--- src/hdl/skl_pkg.sv ---
// Shared types and codes of the sorted key list unit.
package skl_pkg;

   // Width of one stored key.
   localparam int KEY_WIDTH = 32;
   // Width of the rank field of a request.
   localparam int RANK_WIDTH = 8;
   // Width of the entry count field of a response.
   localparam int COUNT_WIDTH = 7;

   typedef enum logic [1:0] {
      REQ_PUSH   = 2'd0,
      REQ_POP    = 2'd1,
      REQ_GET    = 2'd2,
      REQ_SEARCH = 2'd3
   } req_kind_type;

   typedef enum logic [1:0] {
      STATUS_OK   = 2'd0,
      STATUS_MISS = 2'd1,
      STATUS_FULL = 2'd2
   } status_type;

   typedef struct packed {
      req_kind_type                 req_type;
      logic signed [KEY_WIDTH-1:0]  key_value;
      logic signed [RANK_WIDTH-1:0] rank;
   } req_beat_type;

   typedef struct packed {
      status_type                   status;
      logic signed [KEY_WIDTH-1:0]  result_key;
      logic [COUNT_WIDTH-1:0]       entry_count;
   } rsp_beat_type;

   // Command broadcast from the control logic to every cell of the row.
   typedef struct packed {
      logic                        push_en;
      logic                        pop_en;
      logic signed [KEY_WIDTH-1:0] key;
   } cell_cmd_type;

   // What a cell reports back about its own entry.
   typedef struct packed {
      logic ge;
      logic eq;
   } cell_flags_type;

endpackage

--- src/hdl/skl_cell.sv ---
// One storage cell of the sorted key row, with its compare and shift logic.
module skl_cell (
   input  logic                                  clock,
   input  skl_pkg::cell_cmd_type                 cmd,
   input  logic                                  occupied,
   input  logic                                  at_tail,
   input  logic                                  left_ge,
   input  logic signed [skl_pkg::KEY_WIDTH-1:0]  left_key,
   input  logic signed [skl_pkg::KEY_WIDTH-1:0]  right_key,
   output logic signed [skl_pkg::KEY_WIDTH-1:0]  cell_key,
   output skl_pkg::cell_flags_type               flags
);

   logic signed [skl_pkg::KEY_WIDTH-1:0] cell_key_ff;
   logic signed [skl_pkg::KEY_WIDTH-1:0] cell_key_in;

   // The entry is at or above the incoming key, so the key goes in front of it.
   assign flags.ge = occupied && (cmd.key <= cell_key_ff);
   assign flags.eq = occupied && (cmd.key == cell_key_ff);
   assign cell_key = cell_key_ff;

   always_comb begin
      cell_key_in = cell_key_ff;
      if (cmd.push_en) begin
         if (left_ge) begin
            cell_key_in = left_key;
         end else if (flags.ge || at_tail) begin
            cell_key_in = cmd.key;
         end
      end else if (cmd.pop_en) begin
         cell_key_in = right_key;
      end
   end

   always_ff @(posedge clock) begin
      cell_key_ff <= cell_key_in;
   end

endmodule

--- config.mk ---
export PLATFORM = sky130hd
export DESIGN_NAME = skl_cell
export DESIGN_NICKNAME = d
export VERILOG_FILES = /design/src/hdl/skl_pkg.sv /design/src/hdl/skl_cell.sv
export SDC_FILE = /design/constraint.sdc
export NUM_CORES = 1
export LEC_CHECK = 0
export BUFFER_PORTS_ARGS = -buffer_cell sky130_fd_sc_hd__buf_2
export CORE_ASPECT_RATIO = 0.8
export CORE_MARGIN = 2
export CORE_UTILIZATION = 49
export CTS_CLUSTER_SIZE = 28
export DETAILED_ROUTE_END_ITERATION = 10
export HOLD_SLACK_MARGIN = 0.08
export PLACE_DENSITY_LB_ADDON = 0.25
export SLEW_MARGIN = 30
export SYNTH_ARGS = -nofsm -noshare
export SYNTH_HDL_FRONTEND = slang
export SYNTH_SLANG_ARGS = --single-unit
--- constraint.sdc ---
create_clock -name clock -period 8.2 [get_ports clock]
set_clock_uncertainty 0.1 [all_clocks]
set_input_delay 1.64 -clock clock [delete_from_list [all_inputs] [get_ports clock]]
set_output_delay 1.64 -clock clock [all_outputs]
set_load 0.05 [all_outputs]
==> results by stage, run 1 <==
Setup path:
- The worst setup path is of the in2out kind.
- The data arrival time of the worst path is between 3 and 4 ns.
- Data on the critical path is required at its endpoint by 6.46 ns.
- The element type at the critical path end is an output pin.
- The worst register-to-register path begins at cell_key[31].
- The count of cells along the worst register-to-register path is 9.
- The endpoint of the worst-slack reg-to-reg timing path is cell_key[27].
- The worst-case register-to-register setup slack is just over 5 ns.
- The sort of element at the start of the critical path is a primary input.
- The maximum fanout along the worst path is 3.

Finish:
- The area of all placed cells without fillers is 3290 um2.
- The final cell count without fillers is 456.
- The synthesis-to-finish area growth is 31.6%.
- The number of diodes added for antenna fixing is 0.
- The number of nets at the end of the flow is about 530.
- The library cell used most frequently in the layout, excluding fill and tap cells, is sky130_fd_sc_hd__buf_2.
- The top cell types in the final layout, fill and taps aside, are 133 x sky130_fd_sc_hd__buf_2, 43 x sky130_fd_sc_hd__a21oi_1, 34 x sky130_fd_sc_hd__nor2_1, 33 x sky130_fd_sc_hd__inv_1.
- The post-route netlist has 36.8% of its cells at a drive strength greater than 1.
- The flip-flop count of the largest register, all copies and words added is 32.
- The filler cells instantiated in the layout total 410.

Place:
- The placed instance count is 448.
- The placer's final routability congestion estimate is approximately 0.79.
- The half-perimeter wire length after detailed placement is approximately 4800 um.
- Port buffering added around 140 buffers.
- The placed instances occupy a cell area of about 3200 um2.

Floorplanning:
- In this run the count of I/O pins placed on the die edge is around 140.
- For this configuration, the core starts out at a cell density of around half.
- The height of the chip is about 68 um.
- The core area is 4950 um2.
- The die is between 80 and 90 um wide.
- The die covers between 5000 and 6000 um2.
- The total number of placement rows is 23.

Timing:
- The number of setup violations in the final report is 0.
- The final clock period utilization by the worst path is 63.2%.
- The worst path in the final design needs a cycle of 5.18 ns, including I/O delays and setup.
- Timing would allow up to ~190 MHz.
- The worst pin sits at a relative slew slack of 57.6%.
- The number of max-slew violations in the final report came to 0.
- The transition time at the pin with the least slew margin is between 0.6 and 0.7 ns.
- The setup TNS after final layout is 0 ns.
- The tightest hold path in the finished design has a slack of approximately 1.5 ns.
- Setup repair after global routing left no endpoint under its margin.
- The count of endpoints failing hold in the final timing report is 0.

Synthesis:
- The fraction of the mapped netlist area in adder cells is 16.0%.
- The synthesized netlist devotes 0% of its cell area to XOR and XNOR gates.
- After synthesis the netlist holds a flip-flop and latch count of 32.
- The synthesized cell area is 2500 um2.
- The count of synthesis-stage warnings from yosys is 0.
- The portion of synthesized area spent on multiplexers is approximately 13%.
- The unique cell type count in the Yosys netlist is 35.
- When the netlist entered floorplanning its net count stood at around 400.
- Summing the sequential cell areas from Yosys gives between 30 and 40% of the chip area.
- By area, the combinational part of the netlist is dominated by adder cells.
- Each instance of the synthesized netlist takes up on average ~9.6 um2.
- The synthesized netlist devotes ~14% of its cell area to compound gates.
- The synthesized netlist devotes 11.7% of its cell area to simple gates.
- The number of instances in the synthesized netlist is between 200 and 300.

Worst hold path:
- The worst hold endpoint is cell_key[18].
- The hold path startpoint is cell_key[31].
- The number of cells traversed by the worst hold path is 5.
- The path class of the tightest hold or removal check is reg2reg.

Clocking:
- The number of clock buffers added by TritonCTS is 5.
- The number of resized instances in the post-cts repair step is 0.
- The TritonCTS clock tree is built.
- In this run the post-CTS setup repair buffer count came out at 0.
- The cell sitting at the root of the clock tree is a sky130_fd_sc_hd__clkbuf_8.
- The clock transition at the register clock pins on the worst setup and hold paths after CTS is around 0.070 ns.
- The count of H-tree levels built during CTS is 2.
- At the later pin of the worst-skew pair, clock insertion delay measures between 0.2 and 0.3 ns.
- The number of buffers on the longest clock path is 2.
- The clock sink count is 32.
- The number of hold-repair buffers added at the cts stage is 0.

GRT:
- After global routing the overflow that remains totals 0.
- For met1 alone, demand over resource in global routing was 27.6%.
- The initial antenna violation count is 0.
- The first-pass GRT wire length is around 9400 um.
- The global-route usage over all layers is 20.9%.
- In the global route stage, met3 resource usage came out at around 5.4%.
- The global routing stage identified its most utilized layer as met2.
- The number of global-route vias before repair came to between 2000 and 2500.
- The routing usage on met2 is between 30% and 40%.
- The pin count of the biggest net entering global routing is 69.

Detailed routing:
- After detailed routing, the number of vias per cell comes to between 5 and 6.
- Summed over all layers, the routed wires come to ~6100 um.
- The final routed wire length divided by cell count is about 13 um.
- The count of vias placed by the detailed router is between 2000 and 2500.
- The post-detailed-route count of antenna-violating nets is 0.
- The number of remaining DRC errors is 0.
- The number of DRC violations after detailed-routing iteration 0 is 84.
- Before antenna repair, the detailed router went through 4 iterations.

Outcome:
- The flow ran to the end, and the final reports show no timing, DRC or antenna violations.

Job:
- The number of max-cap violations is 0.

Pwr:
- VDD sags by at most 0.0793 mV.
- The leakage power total is about 1.7 nW.
- The ratio of total power to cell area is 163 nW/um2.
[worst max-delay path, cell delays in order]
cell and delay, ns:
sky130_fd_sc_hd__buf_2 0.11, sky130_fd_sc_hd__ha_1 0.34, sky130_fd_sc_hd__a21oi_1 0.24, sky130_fd_sc_hd__a21oi_2 0.09, sky130_fd_sc_hd__o41a_1 0.44, sky130_fd_sc_hd__o31ai_1 0.27
sky130_fd_sc_hd__buf_2 0.32
[through the flow]
step	total power, mW	util (%)	worst slack (ns)
final	0.537	66.5	3.02
after global placement	0.419	64.8	3.06
after floorplan	0.360	-	2.59
after CTS	0.542	66.5	3.02
after detailed placement	0.424	64.8	3.03
after global routing	0.568	66.5	2.90
[worst max path at each step]
stage                       start       end  slack [ns]  cells after the start
after global placement    cmd[31]  flags[1]        3.06                      8
after floorplan            cmd[9]  flags[1]        2.59                      6
after CTS                  cmd[1]  flags[1]        3.02                      8
after detailed placement  cmd[11]  flags[1]        3.03                      7
final                     cmd[11]  flags[1]        3.02                      7
after global routing      cmd[31]  flags[1]        2.90                      8
[cell type report]
cell class | instances | area (um2) | share of cell area, %
flip-flops and latches | 32 | 961 | 29.2
repair buffers | 136 | 688 | 20.9
well taps | 62 | 77.6 | 2.36
clock inverters | 1 | 3.75 | 0.114
multi-input cells | 185 | 1360 | 41.4
inverters | 33 | 124 | 3.76
clock buffers | 7 | 76.3 | 2.32
[where the power goes]
part,internal (mW),total (mW),leakage [nW],switching [mW]
logic,0.0689,0.207,1.37,0.138
registers,0.204,0.212,0.317,0.00844
clock network,0.0591,0.117,0.0399,0.0583
total,0.332,0.537,1.73,0.205
[cells by family after synthesis]
group                      after synthesis
AOI/OAI and AO/OA                       60
buffers and inverters                   44
DFF                                     32
muxes                                   32
and+or+nand+nor                         61
adders and majority gates               32
[metal layers]
metal | vias to the layer above | wire length (um) | part of all wire, %
met5 | - | 0 | 0
li1 | 1217 | - | -
met3 | 7 | 462 | 7.6
met1 | 1017 | 2770 | 46
met2 | 92 | 2770 | 46
met4 | 0 | 64 | 1.1
[cells in the mapped netlist]
library cell	instances	area, um2
sky130_fd_sc_hd__nor2b_1	1	6.26
sky130_fd_sc_hd__a21oi_1	43	215
sky130_fd_sc_hd__or3_1	1	6.26
sky130_fd_sc_hd__nor4_1	1	6.26
sky130_fd_sc_hd__a21oi_2	1	8.76
sky130_fd_sc_hd__o41a_1	1	11.3
sky130_fd_sc_hd__o32a_1	1	10.0
sky130_fd_sc_hd__o31ai_1	1	7.51
sky130_fd_sc_hd__o21ai_0	2	10.0
sky130_fd_sc_hd__a21boi_1	1	7.51
sky130_fd_sc_hd__and4_1	2	17.5
sky130_fd_sc_hd__inv_1	33	124
sky130_fd_sc_hd__nor3_1	2	10.0
sky130_fd_sc_hd__a221o_1	1	10.0
sky130_fd_sc_hd__a41oi_1	1	8.76
sky130_fd_sc_hd__edfxtp_1	32	961
sky130_fd_sc_hd__buf_2	3	15.0
sky130_fd_sc_hd__nand3_2	1	10.0
sky130_fd_sc_hd__nor4_2	1	12.5
sky130_fd_sc_hd__ha_1	32	400
sky130_fd_sc_hd__nand2b_1	1	6.26
sky130_fd_sc_hd__and2_1	1	6.26
sky130_fd_sc_hd__clkbuf_1	7	26.3
sky130_fd_sc_hd__clkbuf_8	1	13.8
sky130_fd_sc_hd__o211ai_1	2	15.0
sky130_fd_sc_hd__mux2i_1	32	320
sky130_fd_sc_hd__o21a_1	1	7.51
sky130_fd_sc_hd__nand3_1	2	10.0
sky130_fd_sc_hd__nand4_1	5	31.3
sky130_fd_sc_hd__a211oi_1	2	15.0
sky130_fd_sc_hd__nand4_2	1	12.5
sky130_fd_sc_hd__nand2_1	8	30.0
sky130_fd_sc_hd__nor2_1	34	128
sky130_fd_sc_hd__a21o_1	2	15.0
sky130_fd_sc_hd__a31oi_1	1	6.26
(Power assumes the default switching activity.)
==> run 2, diff against run 1 <==
--- a/config.mk
+++ b/config.mk
@@ -8,7 +8,7 @@
 export BUFFER_PORTS_ARGS = -buffer_cell sky130_fd_sc_hd__buf_2
 export CORE_ASPECT_RATIO = 0.8
 export CORE_MARGIN = 2
-export CORE_UTILIZATION = 49
+export CORE_UTILIZATION = 41
 export CTS_CLUSTER_SIZE = 28
 export DETAILED_ROUTE_END_ITERATION = 10
 export HOLD_SLACK_MARGIN = 0.08
==> constraint.sdc (replaced) <==
create_clock -name clock -period 4.5 [get_ports clock]
set_clock_uncertainty 0.1 [all_clocks]
set_input_delay 0.9 -clock clock [delete_from_list [all_inputs] [get_ports clock]]
set_output_delay 0.9 -clock clock [all_outputs]
set_load 0.05 [all_outputs]
==> results by stage, run 2 (same netlist as run 1, synthesis figures left out) <==
Floorplanning:
- The height of the chip was 73.9 um (was 67.9 um).
- The total number of placement rows came to 25 (was 23).
- The initial core utilization is 42.3% (was 50.5%).
- The overall die width was 91.3 um (was 83.9 um).
- The total I/O pin count was 136 (unchanged).
- The die area is 6750 um2 (was 5700 um2).
- The core area is 5910 um2 (was 4950 um2).

Finish:
- The most frequent standard cell in the layout excluding fill and tap cells is sky130_fd_sc_hd__buf_2 (unchanged).
- The area of combinational cells with multiple inputs came to 1360 um2 (unchanged).
- The fraction of layout instances using a drive strength above 1 was 37.3% (was 36.8%).
- The final design utilization came to 56.4% (was 66.5%).
- The number of diodes added for antenna fixing is 0 (unchanged).
- The synthesis-to-finish area growth came to 33.3% (was 31.6%).
- The flip-flop count of the largest register, all copies and words added was 32 (unchanged).
- The final cell count without fillers is 478 (was 456).
- Highest-count cells in the layout ignoring fill and taps: 135 x sky130_fd_sc_hd__buf_2, 43 x sky130_fd_sc_hd__a21oi_1, 34 x sky130_fd_sc_hd__nor2_1, 33 x sky130_fd_sc_hd__inv_1 (was 133 x sky130_fd_sc_hd__buf_2, 43 x sky130_fd_sc_hd__a21oi_1, 34 x sky130_fd_sc_hd__nor2_1, 33 x sky130_fd_sc_hd__inv_1).
- The register cell area after layout is 961 um2 (unchanged).
- The layout filler cell count is 553 (was 410).
- The number of nets at the end of the flow came to 530 (was 527).

Clocking:
- The count of H-tree levels built during CTS is 2 (unchanged).
- The number of hold-repair buffers added at the cts stage was 0 (unchanged).
- The TritonCTS clock tree is built (unchanged).
- The CTS root buffer is sky130_fd_sc_hd__clkbuf_8 (unchanged).
- The clock transition at the register clock pins on the worst setup and hold paths after CTS was 0.06 ns (was 0.07 ns).
- The number of buffers on the longest clock path is 2 (unchanged).
- The total setup buffers inserted after CTS was 0 (unchanged).
- The clock sink count is 32 (unchanged).
- The clock buffer count from CTS is 5 (unchanged).
- The clock latency on the worst-skew pair is 0.29 ns (was 0.28 ns).
- The number of resized instances in the post-cts repair step is 0 (unchanged).

Setup path:
- The worst-case register-to-register setup slack is 1.85 ns (was 5.05 ns).
- The element type at the critical path end is an output pin (unchanged).
- The kind of critical path was in2out (unchanged).
- The sort of element at the start of the critical path was a primary input (unchanged).
- The endpoint required time on the critical path is 3.50 ns (was 6.46 ns).
- The data arrival time of the worst path is 2.67 ns (was 3.44 ns).
- The maximum fanout along the worst path is 4 (was 3).

Timing:
- The maximum clock frequency is 273 MHz.
- The setup TNS after final layout is 0 ns (unchanged).
- RSZ-0062 raised after global routing: false (unchanged).
- The time the final worst path needs with I/O delays and setup is 3.67 ns.
- The number of setup violations in the final report is 0 (unchanged).
- The final clock period utilization by the worst path is between 80 and 90%.
- The number of max-slew violations in the final report was 0 (unchanged).
- The relative slew slack came to 63.2% (was 57.6%).
- The transition time at the pin with the least slew margin is 0.552 ns (was 0.637 ns).
- The count of endpoints failing hold in the final timing report is 0 (unchanged).
- The worst hold slack is 0.829 ns (was 1.45 ns).

Place:
- The placer's final routability congestion estimate is 0.736 (was 0.791).
- The placed instance count is 470 (was 448).
- The half-perimeter wire length after detailed placement is 5020 um (was 4770 um).
- The count of port buffers added during placement is 135 (unchanged).

Detailed routing:
- The number of DRC violations after detailed-routing iteration 0 is 79 (was 84).
- The iteration count of the initial detailed-routing pass is 4 (unchanged).
- The number of remaining DRC errors is 0 (unchanged).
- The final routed wire length divided by cell count came to 12.9 um (was 13.3 um).
- The aggregate routed wire length was 6170 um (was 6070 um).
- The detail-routed via count per cell is 4.86 (was 5.12).
- The count of vias placed by the detailed router is 2325 (was 2333).
- The post-detailed-route count of antenna-violating nets is 0 (unchanged).

Pwr:
- The share of total power in sequential cells came to 39.4% (was 39.5%).
- The internal power came to 0.606 mW (was 0.332 mW).
- The relative contribution of combinational cells to total power was 38.8% (was 38.6%).
- The leakage power total is 1.74 nW (was 1.73 nW).
- The net load switching power is 0.374 mW (was 0.205 mW).
- The largest vdd supply drop is 0.185 mV (was 0.0793 mV).
- The relative contribution of the clock network to total power is 21.8% (was 21.9%).
- The total power of the final layout is 0.980 mW (was 0.537 mW).
- The ratio of total power to cell area is 294 nW/um2 (was 163 nW/um2).
- The proportion of total power due to net switching was 38.2% (about the same).

GRT:
- The number of global-route vias before repair came to 2179 (was 2081).
- The initial antenna violation count is 0 (unchanged).
- The global-route usage over all layers came to 18.8% (was 20.9%).
- The pin count of the biggest net entering global routing is 45 (was 69).
- The sum of overflow across all layers after global routing is 0 (unchanged).
- The first-pass GRT wire length is 9940 um (was 9380 um).

Worst hold path:
- The path category of the worst min-delay check is in2reg (was reg2reg).

Job:
- The number of max-cap violations is 0 (unchanged).

Outcome:
- Status: finished, final reports clean (unchanged).
==> run 2: per-layer routing <==
layer / share of wire [%] / track usage (%) / up-vias
li1: - / - / 1214
met1: 48 / 24.6 / 1033
met2: 45 / 30.9 / 71
met3: 6.1 / 4.82 / 7
met4: 1.1 / 6.23 / 0
met5: 0 / 0 / -
==> run 2: path summary, 6_finish.rpt <==
kind / startpoint / to / cells past startpoint
worst min register to register: cell_key[31] / cell_key[31] / 6
worst max register to register: cell_key[17] / cell_key[6] / 9
worst min-delay path: right_key[28] / cell_key[28] / 3
worst max-delay path: cmd[17] / flags[1] / 8
==> run 2: metrics by stage <==
step / cell area (um2) / setup WS (ns)
after floorplan: 2500 / 0.372
after global placement: 3250 / 0.820
after detailed placement: 3250 / 0.817
after CTS: 3330 / 0.813
after global routing: 3330 / 0.670
final: 3330 / 0.831
==> run 2: layout make-up <==
| class | instances | share of cell area [%] |
|---|---|---|
| tap | 81 | 3.04 |
| inverter | 33 | 3.72 |
| clock inverter | 1 | 0.113 |
| clock buffer | 7 | 2.29 |
| sequential | 32 | 28.8 |
| multi-input combinational | 185 | 40.8 |
| timing repair buffer | 139 | 21.2 |
==> run 2: worst max-delay path, cell delays in order <==
cell                       delay (ns)
sky130_fd_sc_hd__buf_2           0.11
sky130_fd_sc_hd__ha_1            0.30
sky130_fd_sc_hd__a21o_1          0.18
sky130_fd_sc_hd__a221o_1         0.36
sky130_fd_sc_hd__nand2_1         0.08
sky130_fd_sc_hd__o211ai_1        0.15
sky130_fd_sc_hd__o31ai_1         0.27
sky130_fd_sc_hd__buf_2           0.32
==> run 2: power groups by stage <==
stage	Combinational, mW	Sequential [mW]	Clock (mW)
final	0.380	0.386	0.214
after global routing	0.419	0.391	0.236
after CTS	0.384	0.387	0.222
after detailed placement	0.382	0.393	0
after global placement	0.377	0.391	0
after floorplan	0.150	0.506	0
==> run 3, diff against run 2 <==
--- a/config.mk
+++ b/config.mk
@@ -8,7 +8,7 @@
 export BUFFER_PORTS_ARGS = -buffer_cell sky130_fd_sc_hd__buf_2
 export CORE_ASPECT_RATIO = 0.8
 export CORE_MARGIN = 2
-export CORE_UTILIZATION = 41
+export CORE_UTILIZATION = 45
 export CTS_CLUSTER_SIZE = 28
 export DETAILED_ROUTE_END_ITERATION = 10
 export HOLD_SLACK_MARGIN = 0.08
==> constraint.sdc (replaced) <==
create_clock -name clock -period 3.7 [get_ports clock]
set_clock_uncertainty 0.1 [all_clocks]
set_input_delay 0.74 -clock clock [delete_from_list [all_inputs] [get_ports clock]]
set_output_delay 0.74 -clock clock [all_outputs]
set_load 0.05 [all_outputs]
==> results by stage, run 3 (same netlist as run 1, synthesis figures left out) <==
Setup path:
- The sort of element at the start of the critical path is a primary input (unchanged).
- The maximum fanout along the worst path was 4 (unchanged).
- The endpoint required time on the critical path is 2.86 ns (was 3.50 ns).
- The data arrival time of the worst path came to 2.56 ns (was 2.67 ns).
- The source of the worst register-to-register timing path is cell_key[31] (was cell_key[17]).
- The element type at the critical path end is an output pin (unchanged).
- The kind of critical path is in2out (unchanged).
- The most repeated library cell on the critical path is sky130_fd_sc_hd__buf_2 (unchanged).
- The highest cell delay on the worst timing path is 0.42 ns (was 0.36 ns).
- The standard cell with the maximum stage delay on the critical path is sky130_fd_sc_hd__nor4_2 (was sky130_fd_sc_hd__a221o_1).
- The launch point of the worst path is cmd[31] (was cmd[17]).
- Cells along the critical path: buf_2, ha_1, nand4_1, nor4_2, and4_1, a31oi_1, o31ai_2, buf_2 (was buf_2, ha_1, a21o_1, a221o_1, nand2_1, o211ai_1, o31ai_1, buf_2).

Timing:
- The count of endpoints failing hold in the final timing report came to 0 (unchanged).
- The worst hold slack came to 0.681 ns (was 0.829 ns).
- RSZ-0062 raised after global routing: false (unchanged).
- The number of max-slew violations in the final report is 0 (unchanged).
- The relative slew slack is 61.4% (was 63.2%).
- The time the final worst path needs with I/O delays and setup is roughly 3.4 ns.
- For this run, the top clock speed supported by timing is between 200 and 300 MHz.
- The final clock period utilization by the worst path is about nine tenths.
- The number of setup violations in the final report is 0 (unchanged).
- The transition time at the pin with the least slew margin is 0.580 ns (was 0.552 ns).
- The setup TNS after final layout is 0 ns (unchanged).

Finish:
- The fraction of layout instances using a drive strength above 1 is 37.5% (was 37.3%).
- The final cell count without fillers was 462 (was 478).
- The area of all placed cells without fillers came to 3320 um2 (was 3330 um2).
- The number of nets at the end of the flow came to 530 (unchanged).
- The most frequent standard cell in the layout excluding fill and tap cells is sky130_fd_sc_hd__buf_2 (unchanged).
- The flip-flop count of the largest register, all copies and words added came to 32 (unchanged).
- Highest-count cells in the layout ignoring fill and taps: 135 x sky130_fd_sc_hd__buf_2, 43 x sky130_fd_sc_hd__a21oi_1, 34 x sky130_fd_sc_hd__nor2_1, 33 x sky130_fd_sc_hd__inv_1 (unchanged).
- The synthesis-to-finish area growth is 32.7% (was 33.3%).
- The number of diodes added for antenna fixing is 0 (unchanged).

Clocking:
- The clock sink count is 32 (unchanged).
- The clock transition at the register clock pins on the worst setup and hold paths after CTS is 0.06 ns (about the same).
- The total setup buffers inserted after CTS is 0 (unchanged).
- The number of resized instances in the post-cts repair step was 0 (unchanged).
- The count of H-tree levels built during CTS is 2 (unchanged).
- The number of buffers on the longest clock path is 2 (unchanged).
- The CTS root buffer is sky130_fd_sc_hd__clkbuf_8 (unchanged).
- The clock buffer count from CTS is 5 (unchanged).
- The number of hold-repair buffers added at the cts stage was 0 (unchanged).
- The clock latency on the worst-skew pair came to 0.27 ns (was 0.29 ns).
- The TritonCTS clock tree was built (unchanged).

Place:
- The count of port buffers added during placement is 135 (unchanged).
- The placed cell area is 3240 um2 (was 3250 um2).
- The placer's final routability congestion estimate was 0.797 (was 0.736).
- The placed instance count is 454 (was 470).
- The half-perimeter wire length after detailed placement is 4980 um (was 5020 um).

GRT:
- The first-pass GRT wire length is 9810 um (was 9940 um).
- The number of global-route vias before repair is 2240 (was 2179).
- The pin count of the biggest net entering global routing is 36 (was 45).
- The initial antenna violation count is 0 (unchanged).
- The global-route usage over all layers is 20.1% (was 18.8%).
- The sum of overflow across all layers after global routing is 0 (unchanged).

Detailed routing:
- The iteration count of the initial detailed-routing pass is 4 (unchanged).
- The number of remaining DRC errors is 0 (unchanged).
- The final routed wire length divided by cell count is 13.1 um (was 12.9 um).
- The post-detailed-route count of antenna-violating nets was 0 (unchanged).
- The detail-routed via count per cell is 4.96 (was 4.86).
- The number of DRC violations after detailed-routing iteration 0 is 71 (was 79).
- The count of vias placed by the detailed router was 2292 (was 2325).
- The aggregate routed wire length is 6040 um (was 6170 um).

Worst hold path:
- The path category of the worst min-delay check is in2reg (unchanged).
- The hold path startpoint is right_key[26] (was right_key[28]).

Pwr:
- The leakage power total was 1.74 nW (about the same).
- The largest vdd supply drop came to 0.199 mV (was 0.185 mV).
- The ratio of total power to cell area is 357 nW/um2 (was 294 nW/um2).
- The total power of the final layout came to 1.18 mW (was 0.980 mW).

Job:
- The number of max-cap violations is 0 (unchanged).

Floorplanning:
- The core area is 5410 um2 (was 5910 um2).
- The total number of placement rows is 24 (was 25).
- The height of the chip was 70.7 um (was 73.9 um).
- The die area is 6170 um2 (was 6750 um2).
- The total I/O pin count is 136 (unchanged).
- The initial core utilization is 46.3% (was 42.3%).
- The overall die width is 87.4 um (was 91.3 um).

Outcome:
- Status: finished, final reports clean (unchanged).
==> run 3: through the flow <==
stage / util [%] / setup slack [ns]
after floorplan: - / 0.129
after global placement: 59.9 / 0.315
after detailed placement: 59.9 / 0.290
after CTS: 61.4 / 0.286
after global routing: 61.4 / 0.151
final: 61.4 / 0.300
==> run 3: path summary, 6_finish.rpt <==
check                      end  slack [ns]  cells after the start
setup reg to reg  cell_key[11]        0.95                      9
setup / recovery      flags[1]        0.30                      8
hold / removal    cell_key[26]        0.68                      3
hold reg to reg    cell_key[0]        1.24                      6
==> run 3: final cells by class <==
class / count / area (um2)
timing repair buffer: 139 / 706
tap: 65 / 81.3
sequential: 32 / 961
clock buffer: 7 / 76.3
clock inverter: 1 / 3.75
fill: 516 / 2090
multi-input combinational: 185 / 1370
inverter: 33 / 124
==> run 3: worst max-delay path: cells and delay by family <==
kind,cells,cell delay (ns)
and+or+nand+nor,3,0.92
AOI/OAI and AO/OA,2,0.14
buffers and inverters,2,0.41
adders and majority gates,1,0.34
==> run 3: routing by layer <==
metal | wire (um) | GRT usage (%)
met5 | 0 | 0
met3 | 340 | 4.90
met1 | 2880 | 26.5
met2 | 2760 | 33.3
met4 | 60 | 4.96
==> run 3: where the power goes <==
| group | internal, mW | switching [mW] | total [mW] |
|---|---|---|---|
| Clock | 0.131 | 0.121 | 0.252 |
| Sequential | 0.451 | 0.0190 | 0.470 |
| Combinational | 0.155 | 0.305 | 0.461 |
| Total | 0.738 | 0.446 | 1.18 |
